===== src/sv/lcd4_pkg.sv =====
// Shared types and constants for the 4-bit character LCD interface.
// Holds the microcode word layout, opcode enums, hold times and request codes.
// No dependencies.
`timescale 1ns / 1ps

package lcd4_pkg;

    // Request mode codes.
    localparam logic [2:0] MODE_INIT = 3'd0;
    localparam logic [2:0] MODE_CMD  = 3'd1;
    localparam logic [2:0] MODE_DATA = 3'd2;
    localparam logic [2:0] MODE_CURS = 3'd3;
    localparam logic [2:0] MODE_ADDR = 3'd4;

    // Configuration register indexes.
    localparam logic [1:0] REG_FUNC_SET = 2'd0;
    localparam logic [1:0] REG_ENTRY    = 2'd1;
    localparam logic [1:0] REG_DISPLAY  = 2'd2;

    // Register reset values.
    localparam logic [7:0] FUNC_SET_RST = 8'h28;
    localparam logic [7:0] ENTRY_RST    = 8'h06;
    localparam logic [7:0] DISPLAY_RST  = 8'h0F;

    // Fixed command bytes and address bases.
    localparam logic [7:0] CMD_CLEAR = 8'h01;
    localparam logic [7:0] CMD_HOME  = 8'h02;
    localparam logic [7:0] ROW0_BASE = 8'h80;
    localparam logic [7:0] ROW1_BASE = 8'hC0;
    localparam logic [7:0] DDRAM_SET = 8'h80;
    localparam logic [3:0] WAKE_NIB  = 4'h3;
    localparam logic [3:0] FOUR_BIT_NIB = 4'h2;

    // Hold times in microseconds.
    localparam logic [14:0] HOLD_SETUP   = 15'd5;
    localparam logic [14:0] HOLD_PULSE   = 15'd10;
    localparam logic [14:0] HOLD_GAP     = 15'd100;
    localparam logic [14:0] HOLD_SETTLE  = 15'd1100;
    localparam logic [14:0] HOLD_LONG    = 15'd2100;
    localparam logic [14:0] HOLD_POWERUP = 15'd30000;

    // Microprogram layout.
    localparam int PC_W = 6;
    localparam logic [PC_W-1:0] INIT_ENTRY = 6'd0;
    localparam logic [PC_W-1:0] BYTE_ENTRY = 6'd42;
    localparam logic [PC_W-1:0] LAST_ADDR  = 6'd48;

    typedef enum logic [1:0] {SEL_KEEP, SEL_CMD, SEL_REQ} sel_op_t;
    typedef enum logic [1:0] {EN_KEEP, EN_CLR, EN_SET} en_op_t;
    typedef enum logic [2:0] {NIB_KEEP, NIB_WAKE, NIB_FOUR, NIB_HI, NIB_LO} nib_op_t;
    typedef enum logic [2:0] {SRC_REQ, SRC_FUNC, SRC_ENTRY, SRC_DISP, SRC_CLEAR} src_t;
    typedef enum logic [2:0] {
        H_SETUP, H_PULSE, H_GAP, H_SETTLE, H_LONG, H_POWERUP, H_REQ_SETTLE
    } hold_t;

    // One control word: drives one output segment.
    typedef struct packed {
        sel_op_t sel;
        en_op_t  en;
        nib_op_t nib;
        src_t    src;
        hold_t   hold;
        logic    last;
    } ucode_t;

    // Latched request: the byte to send, its RS level and its settle length.
    typedef struct packed {
        logic [7:0] byte_val;
        logic       rs;
        logic       long_settle;
    } req_t;

    // Init command registers.
    typedef struct packed {
        logic [7:0] func_set;
        logic [7:0] entry;
        logic [7:0] display;
    } cfg_t;

endpackage


===== src/sv/char_lcd_4bit_interface.sv =====
// Top level of the 4-bit character LCD interface: sequencer, config registers.
// Depends on lcd4_pkg, lcd4_ucode_rom and lcd4_pin_datapath.
//
//   channel   direction  handshake              beat
//   request   in         in_valid / in_stall    mode, byte_value, column, row, ddram_address
//   segment   out        out_valid / out_stall  rs_pin, enable_pin, data_nibble, hold_us,
//                                               last_segment
//   config    in         write_enable           register_index, write_data
//
// One segment leaves per cycle while the output is not stalled. A byte request loads the
// step counter, then sends seven segments while the input stays stalled; init sends 42.
// A request with no segments (row above one, unknown mode) is taken without going busy.
// Requests are accepted only while the sequencer is idle; a stalled output holds the
// step counter. Reset clears the pin levels and loads the register defaults.
`timescale 1ns / 1ps

module char_lcd_4bit_interface (
    input  logic        clk,
    input  logic        rst_n,
    input  logic        in_valid,
    output logic        in_stall,
    input  logic [2:0]  mode,
    input  logic [7:0]  byte_value,
    input  logic [5:0]  column,
    input  logic [1:0]  row,
    input  logic [6:0]  ddram_address,
    output logic        out_valid,
    input  logic        out_stall,
    output logic        rs_pin,
    output logic        enable_pin,
    output logic [3:0]  data_nibble,
    output logic [14:0] hold_us,
    output logic        last_segment,
    input  logic        write_enable,
    input  logic [1:0]  register_index,
    input  logic [7:0]  write_data
);
    import lcd4_pkg::*;

    logic            busy_reg, busy_next;
    logic [PC_W-1:0] pc_reg, pc_next;
    req_t            req_reg, req_next;
    cfg_t            cfg_reg;
    ucode_t          ctrl;
    logic            accept, start, step, load_ok;
    logic [PC_W-1:0] start_pc;

    assign in_stall = busy_reg;
    assign accept   = in_valid && !in_stall;
    assign step     = busy_reg && load_ok;

    // Decode a request into a start address and the byte to send.
    always_comb
    begin
        start    = 1'b1;
        start_pc = BYTE_ENTRY;
        req_next = req_reg;
        unique case (mode)
            MODE_INIT:
            begin
                start_pc = INIT_ENTRY;
            end
            MODE_CMD:
            begin
                req_next.byte_val    = byte_value;
                req_next.rs          = 1'b0;
                req_next.long_settle = (byte_value == CMD_CLEAR) || (byte_value == CMD_HOME);
            end
            MODE_DATA:
            begin
                req_next.byte_val    = byte_value;
                req_next.rs          = 1'b1;
                req_next.long_settle = 1'b0;
            end
            MODE_CURS:
            begin
                req_next.byte_val    = (row[0] ? ROW1_BASE : ROW0_BASE) + {2'b00, column};
                req_next.rs          = 1'b0;
                req_next.long_settle = 1'b0;
                start                = !row[1];
            end
            MODE_ADDR:
            begin
                req_next.byte_val    = DDRAM_SET + {1'b0, ddram_address};
                req_next.rs          = 1'b0;
                req_next.long_settle = 1'b0;
            end
            default:
            begin
                start = 1'b0;
            end
        endcase
    end

    // Step counter: load on a request, advance per segment, stop on the last word.
    always_comb
    begin
        busy_next = busy_reg;
        pc_next   = pc_reg;
        if (accept)
        begin
            busy_next = start;
            pc_next   = start_pc;
        end
        else if (step)
        begin
            busy_next = !ctrl.last;
            pc_next   = pc_reg + 1'b1;
        end
    end

    always_ff @(posedge clk or negedge rst_n)
    begin
        if (!rst_n)
        begin
            busy_reg <= 1'b0;
            pc_reg   <= INIT_ENTRY;
        end
        else
        begin
            busy_reg <= busy_next;
            pc_reg   <= pc_next;
        end
    end

    // Request latch.
    always_ff @(posedge clk)
    begin
        if (accept)
        begin
            req_reg <= req_next;
        end
    end

    // Init command registers.
    always_ff @(posedge clk or negedge rst_n)
    begin
        if (!rst_n)
        begin
            cfg_reg.func_set <= FUNC_SET_RST;
            cfg_reg.entry    <= ENTRY_RST;
            cfg_reg.display  <= DISPLAY_RST;
        end
        else if (write_enable)
        begin
            if (register_index == REG_FUNC_SET)
            begin
                cfg_reg.func_set <= write_data;
            end
            if (register_index == REG_ENTRY)
            begin
                cfg_reg.entry <= write_data;
            end
            if (register_index == REG_DISPLAY)
            begin
                cfg_reg.display <= write_data;
            end
        end
    end

    lcd4_ucode_rom u_rom (
        .addr (pc_reg),
        .ctrl (ctrl)
    );

    lcd4_pin_datapath u_dp (
        .clk          (clk),
        .rst_n        (rst_n),
        .step         (step),
        .ctrl         (ctrl),
        .req          (req_reg),
        .cfg          (cfg_reg),
        .out_stall    (out_stall),
        .load_ok      (load_ok),
        .out_valid    (out_valid),
        .rs_pin       (rs_pin),
        .enable_pin   (enable_pin),
        .data_nibble  (data_nibble),
        .hold_us      (hold_us),
        .last_segment (last_segment)
    );

`ifndef SYNTH
    // The step counter never runs past the program while busy.
    assert property (@(posedge clk) disable iff (!rst_n) busy_reg |-> pc_reg <= LAST_ADDR)
        else $error("step counter beyond microprogram");

    // The final control word returns the sequencer to idle.
    assert property (@(posedge clk) disable iff (!rst_n) step && ctrl.last |=> !busy_reg)
        else $error("sequencer still busy after last segment");

    // A byte request starts at the byte program entry.
    assert property (@(posedge clk) disable iff (!rst_n)
        accept && (mode == MODE_DATA) |=> busy_reg && (pc_reg == BYTE_ENTRY))
        else $error("data request did not start byte program");

    // A segment is only loaded when the output register can take it.
    assert property (@(posedge clk) disable iff (!rst_n)
        out_valid && out_stall |=> out_valid && $stable(hold_us))
        else $error("output segment overwritten while stalled");
`endif

endmodule


===== src/sv/lcd4_ucode_rom.sv =====
// Microcode store for the LCD sequencer: init program and byte program.
// Depends on lcd4_pkg.
`timescale 1ns / 1ps

module lcd4_ucode_rom (
    input  logic [lcd4_pkg::PC_W-1:0] addr,
    output lcd4_pkg::ucode_t          ctrl
);
    import lcd4_pkg::*;

    function automatic ucode_t mk(sel_op_t s, en_op_t e, nib_op_t n, src_t b,
                                  hold_t h, logic l);
        ucode_t w;
        w.sel  = s;
        w.en   = e;
        w.nib  = n;
        w.src  = b;
        w.hold = h;
        w.last = l;
        return w;
    endfunction

    // Init occupies steps 0 to 41, a single byte steps 42 to 48.
    always_comb
    begin
        unique case (addr)
            6'd0:
                ctrl = mk(SEL_KEEP, EN_KEEP, NIB_KEEP, SRC_REQ, H_POWERUP, 1'b0);
            6'd1:
                ctrl = mk(SEL_CMD, EN_SET, NIB_KEEP, SRC_REQ, H_SETUP, 1'b0);
            6'd2, 6'd5, 6'd8:
                ctrl = mk(SEL_KEEP, EN_KEEP, NIB_WAKE, SRC_REQ, H_PULSE, 1'b0);
            6'd11:
                ctrl = mk(SEL_KEEP, EN_KEEP, NIB_FOUR, SRC_REQ, H_PULSE, 1'b0);
            6'd3, 6'd6, 6'd9, 6'd12, 6'd16, 6'd19, 6'd23, 6'd26, 6'd30, 6'd33,
            6'd37, 6'd40, 6'd44, 6'd47:
                ctrl = mk(SEL_KEEP, EN_CLR, NIB_KEEP, SRC_REQ, H_GAP, 1'b0);
            6'd4, 6'd7, 6'd10, 6'd13:
                ctrl = mk(SEL_KEEP, EN_SET, NIB_KEEP, SRC_REQ, H_LONG, 1'b0);
            6'd14, 6'd21, 6'd28, 6'd35:
                ctrl = mk(SEL_CMD, EN_KEEP, NIB_KEEP, SRC_REQ, H_SETUP, 1'b0);
            6'd15:
                ctrl = mk(SEL_KEEP, EN_KEEP, NIB_HI, SRC_FUNC, H_PULSE, 1'b0);
            6'd18:
                ctrl = mk(SEL_KEEP, EN_KEEP, NIB_LO, SRC_FUNC, H_PULSE, 1'b0);
            6'd22:
                ctrl = mk(SEL_KEEP, EN_KEEP, NIB_HI, SRC_ENTRY, H_PULSE, 1'b0);
            6'd25:
                ctrl = mk(SEL_KEEP, EN_KEEP, NIB_LO, SRC_ENTRY, H_PULSE, 1'b0);
            6'd29:
                ctrl = mk(SEL_KEEP, EN_KEEP, NIB_HI, SRC_DISP, H_PULSE, 1'b0);
            6'd32:
                ctrl = mk(SEL_KEEP, EN_KEEP, NIB_LO, SRC_DISP, H_PULSE, 1'b0);
            6'd36:
                ctrl = mk(SEL_KEEP, EN_KEEP, NIB_HI, SRC_CLEAR, H_PULSE, 1'b0);
            6'd39:
                ctrl = mk(SEL_KEEP, EN_KEEP, NIB_LO, SRC_CLEAR, H_PULSE, 1'b0);
            6'd17, 6'd24, 6'd31, 6'd38, 6'd45:
                ctrl = mk(SEL_KEEP, EN_SET, NIB_KEEP, SRC_REQ, H_GAP, 1'b0);
            6'd20, 6'd27, 6'd34:
                ctrl = mk(SEL_KEEP, EN_SET, NIB_KEEP, SRC_REQ, H_SETTLE, 1'b0);
            6'd41:
                ctrl = mk(SEL_KEEP, EN_SET, NIB_KEEP, SRC_REQ, H_LONG, 1'b1);
            6'd42:
                ctrl = mk(SEL_REQ, EN_KEEP, NIB_KEEP, SRC_REQ, H_SETUP, 1'b0);
            6'd43:
                ctrl = mk(SEL_KEEP, EN_KEEP, NIB_HI, SRC_REQ, H_PULSE, 1'b0);
            6'd46:
                ctrl = mk(SEL_KEEP, EN_KEEP, NIB_LO, SRC_REQ, H_PULSE, 1'b0);
            6'd48:
                ctrl = mk(SEL_KEEP, EN_SET, NIB_KEEP, SRC_REQ, H_REQ_SETTLE, 1'b1);
            // Addresses past the program end the run safely.
            default:
                ctrl = mk(SEL_KEEP, EN_KEEP, NIB_KEEP, SRC_REQ, H_SETUP, 1'b1);
        endcase
    end

endmodule


===== src/sv/lcd4_pin_datapath.sv =====
// Pin datapath: holds the RS, E and nibble levels and the output segment register.
// Depends on lcd4_pkg; driven by the control word of lcd4_ucode_rom.
`timescale 1ns / 1ps

module lcd4_pin_datapath (
    input  logic             clk,
    input  logic             rst_n,
    input  logic             step,
    input  lcd4_pkg::ucode_t ctrl,
    input  lcd4_pkg::req_t   req,
    input  lcd4_pkg::cfg_t   cfg,
    input  logic             out_stall,
    output logic             load_ok,
    output logic             out_valid,
    output logic             rs_pin,
    output logic             enable_pin,
    output logic [3:0]       data_nibble,
    output logic [14:0]      hold_us,
    output logic             last_segment
);
    import lcd4_pkg::*;

    logic        sel_reg, sel_next;
    logic        en_reg, en_next;
    logic [3:0]  nib_reg, nib_next;
    logic        out_valid_reg, out_valid_next;
    logic        rs_out_reg, en_out_reg, last_out_reg;
    logic [3:0]  nib_out_reg;
    logic [14:0] hold_out_reg;
    logic [14:0] hold_val;
    logic [7:0]  src_byte;

    // The output register can take a new segment when empty or being drained.
    assign load_ok = !out_valid_reg || !out_stall;

    // Byte source for the nibble being clocked.
    always_comb
    begin
        unique case (ctrl.src)
            SRC_FUNC:  src_byte = cfg.func_set;
            SRC_ENTRY: src_byte = cfg.entry;
            SRC_DISP:  src_byte = cfg.display;
            SRC_CLEAR: src_byte = CMD_CLEAR;
            default:   src_byte = req.byte_val;
        endcase
    end

    // Pin levels after this step's control word.
    always_comb
    begin
        unique case (ctrl.sel)
            SEL_CMD: sel_next = 1'b0;
            SEL_REQ: sel_next = req.rs;
            default: sel_next = sel_reg;
        endcase
        unique case (ctrl.en)
            EN_CLR:  en_next = 1'b0;
            EN_SET:  en_next = 1'b1;
            default: en_next = en_reg;
        endcase
        unique case (ctrl.nib)
            NIB_WAKE: nib_next = WAKE_NIB;
            NIB_FOUR: nib_next = FOUR_BIT_NIB;
            NIB_HI:   nib_next = src_byte[7:4];
            NIB_LO:   nib_next = src_byte[3:0];
            default:  nib_next = nib_reg;
        endcase
    end

    // Hold time of this segment.
    always_comb
    begin
        unique case (ctrl.hold)
            H_SETUP:      hold_val = HOLD_SETUP;
            H_PULSE:      hold_val = HOLD_PULSE;
            H_GAP:        hold_val = HOLD_GAP;
            H_SETTLE:     hold_val = HOLD_SETTLE;
            H_LONG:       hold_val = HOLD_LONG;
            H_POWERUP:    hold_val = HOLD_POWERUP;
            H_REQ_SETTLE: hold_val = req.long_settle ? HOLD_LONG : HOLD_SETTLE;
            default:      hold_val = HOLD_SETUP;
        endcase
    end

    assign out_valid_next = step ? 1'b1 : (out_valid_reg && out_stall);

    // Pin state and output valid.
    always_ff @(posedge clk or negedge rst_n)
    begin
        if (!rst_n)
        begin
            sel_reg       <= 1'b0;
            en_reg        <= 1'b0;
            nib_reg       <= 4'd0;
            out_valid_reg <= 1'b0;
        end
        else
        begin
            out_valid_reg <= out_valid_next;
            if (step)
            begin
                sel_reg <= sel_next;
                en_reg  <= en_next;
                nib_reg <= nib_next;
            end
        end
    end

    // Output segment payload.
    always_ff @(posedge clk)
    begin
        if (step)
        begin
            rs_out_reg   <= sel_next;
            en_out_reg   <= en_next;
            nib_out_reg  <= nib_next;
            hold_out_reg <= hold_val;
            last_out_reg <= ctrl.last;
        end
    end

    assign out_valid    = out_valid_reg;
    assign rs_pin       = rs_out_reg;
    assign enable_pin   = en_out_reg;
    assign data_nibble  = nib_out_reg;
    assign hold_us      = hold_out_reg;
    assign last_segment = last_out_reg;

endmodule


===== config.mk =====
export PLATFORM = sky130hd
export DESIGN_NAME = char_lcd_4bit_interface
export DESIGN_NICKNAME = d
export VERILOG_FILES = /design/src/sv/lcd4_pkg.sv /design/src/sv/char_lcd_4bit_interface.sv /design/src/sv/lcd4_ucode_rom.sv /design/src/sv/lcd4_pin_datapath.sv
export SDC_FILE = /design/constraint.sdc
export NUM_CORES = 1
export LEC_CHECK = 0
export BUFFER_PORTS_ARGS = -buffer_cell sky130_fd_sc_hd__buf_2
export CAP_MARGIN = 20
export CORE_MARGIN = 2
export CORE_UTILIZATION = 52
export CTS_CLUSTER_DIAMETER = 60
export DETAILED_ROUTE_END_ITERATION = 12
export PLACE_DENSITY = 0.87
export SLEW_MARGIN = 20
export SYNTH_ARGS = -nofsm -noshare
export SYNTH_HDL_FRONTEND = slang
export SYNTH_SLANG_ARGS = --single-unit

===== constraint.sdc =====
create_clock -name clk -period 2.7 [get_ports clk]
set_input_delay 0.27 -clock clk [delete_from_list [all_inputs] [get_ports clk]]
set_output_delay 0.27 -clock clk [all_outputs]
set_load 0.02 [all_outputs]

==> results.yml <==
global_routing:
  grt_pass1_vias: 3488
  antenna_found_initial: 0
  grt_pass1_wl_mm: 16.5
  grt_max_degree: 39
  grt_usage_pct: 24.3
  grt.overflow.total: 0
min_path:
  hold_class: "in2async"
outcome:
  status: "finished, final reports clean"
clock_network:
  cts_buffers: 9
  cts_sinks: 65
  htreeDepth: 3
  clock_latency_ns: 0.36
  cts_root_buf: "clkbuf_8"
  cts_tree: "done"
  cts_hold_buf: 0
  clk_path_buf_depth: 2
  clk_pin_slew_ns: 0.08
layout:
  multi_input_area_um2: 2210
  drive_gt1_share_pct: 37.3
  final_nets: 548
  final-seq-area_um2: 1770
  fin_cells: 604
  largest_reg_flops: 24
  final_common_cell: "buf_2"
  nFillCells: 602
  layout_common_cells: "buf_2, buf_4, nor2_1, nand2_1, dfrtp_1"
  n_antenna_cell: 0
  area_delta_synth_final_pct: 20.1
logic_synthesis:
  syn_area_um2: 4190
  synth_edf_count: 27
  ys_ff_latch: 65
  ys_types: 70
  async_flop_share_pct: 58.5
  avgSynthCellArea_um2: 10.3
  syn_inst: 406
  ys_seq_area_share_pct: 42.3
  synth_warnings: 0
  synth_flop_cell: "dfrtp_1"
timing:
  whs_ns: 0.0140
  skew_ns: 0.0121
  fin_ws_ns: 0.0948
  finalSetupViolCount: 0
  post-route-period-util_pct: 96.5
  tightest_slew_ns: 0.858
  relSlewSlack_pct: 42.8
  max_freq_mhz: 384
  slew_violations: 0
  hold_viol_final: 0
  fin_crit_ns: 2.61
critical_path:
  cp.arrival_ns: 2.85
  cpMostUsedCell: "o21ai_0"
  cp_num_buf_inv: 1
  path_delay_family: "flip-flops"
  slowest_stage: "dfrtp_1"
  end_kind: "flop"
  path_cells: "inv_1, and3_1, a21oi_1, o22ai_1, o21ai_0, ha_1, nand2_1, o21ai_0, mux2_2"
  startpoint_type: "flop"
  cpPeakStageDelay_ns: 0.63
  crit_required_ns: 2.94
  crit_type: "reg2reg"
  critPathMaxFanout: 13
detailed_routing:
  antenna_left: 0
  routed_via_density: 5.95
  first_pass_iters: 5
  num_vias: 3595
  wl_per_cell_um: 16.6
  wirelength_mm: 10.0
  drcViolationCount: 0
  dr.first_iter.drc_count: 242
die:
  design.core.area_um2: 7770
  start_util_pct: 53.9
  die_w_um: 93.8
  ios: 65
  die_h_um: 93.8
  die-area_um2: 8790
  rows: 32
placement:
  port_buffers: 62
  dp.cells: 585
  dp_slack_ns: 0.0144
  dp_hpwl_mm: 7.59
  gp_congestion: 0.923
pwr:
  p_per_area_nw_per_um2: 1140
  vdd_drop_max_mv: 0.389
  p_leak_nw: 2.12
  report.power.total_w: 0.00575
run:
  maxCapViolCount: 0
==> per-layer routing <==
layer / up-vias / global-route usage [%] / wire (um)
li1: 1708 / - / -
met1: 1718 / 31.5 / 4270
met2: 147 / 40.1 / 4820
met3: 22 / 3.93 / 684
met4: 0 / 10.7 / 277
met5: - / 0 / 0
==> repair_timing <==
action / in CTS / in global routing
gates resized for setup: 1 / 10
endpoints found under the setup margin: 1 / 13
setup buffers: 0 / 3
pin swaps: 0 / 1
endpoints found under the hold margin: 0 / 0
==> kinds of logic (layout without fill, tap and decap cells) <==
group | count (synthesis) | in the layout | synth area share, %
AO/OA/AOI/OAI | 125 | 125 | 21.8
XOR/XNOR | 3 | 3 | 0.627
adder cells (fa/ha/maj) | 10 | 10 | 2.99
buffers and inverters | 41 | 136 | 5.56
flip-flops | 65 | 65 | 42.3
multiplexers | 40 | 40 | 11.4
other | 1 | 2 | 0.0895
AND/OR/NAND/NOR | 121 | 121 | 15.2
==> layout make-up <==
cell class	count	area share (%)
clock buffer	11	3.46
clock inverter	5	0.796
inverter	11	0.821
multi-input combinational	301	43.9
sequential	65	35.3
tap	102	2.54
timing repair buffer	109	13.2
==> Yosys cell counts, types with 3 or more instances <==
library cell  count  area, um^2
nor2_1           31         116
dfrtp_1          30         751
nand2_1          30         113
a21oi_1          27         135
edfxtp_1         27         811
mux2_2           27         304
o21ai_0          22         110
clkbuf_1         10        37.5
ha_1             10         125
inv_1            10        37.5
mux2i_1           9        90.1
o22ai_1           9        56.3
a21o_1            8        60.1
and3_1            8        50.1
buf_2             8        40.0
dfstp_2           8         210
nand3_1           8        40.0
o211ai_1          8        60.1
nand2b_1          7        43.8
a221oi_1          6        52.6
buf_4             6        45.0
nand3b_1          6        45.0
nand4_1           6        37.5
o21a_1            6        45.0
nor3_1            5        25.0
a31oi_1           4        25.0
buf_6             4        45.0
nor2b_1           4        25.0
o21ai_1           4        20.0
a211o_1           3        26.3
a22o_1            3        26.3
mux4_2            3        67.6
xnor2_1           3        26.3
==> where the power goes <==
part	leakage, nW	switching [W]	internal, W
clock	0.111	0.000419	0.000455
sequential	0.699	0.000200	0.00145
combinational	1.31	0.00181	0.00141
==> worst paths after layout <==
path,from,to,slack (ns),cells past startpoint
worst max-delay path,pc_reg[5],u_dp.sel_reg,0.09,9
worst min-delay path,rst_n,cfg_reg[5],0.01,1
worst max register to register,pc_reg[5],u_dp.sel_reg,0.09,9
worst min register to register,u_dp.en_reg,u_dp.en_reg,0.51,1
max in group asynchronous,rst_n,pc_reg[1],2.10,1
min in group clk,out_stall,u_dp.out_valid,0.16,3
==> per-stage QoR <==
step                 TNS, ns  area, um^2  utilization (%)
floorplan                  0        4190                -
global placement           0        4770             61.4
detailed placement         0        4770             61.4
CTS                        0        4980             64.2
global route        -0.00401        5030             64.8
finish                     0        5030             64.8
No activity file was read; power rests on OpenSTA's default activity.
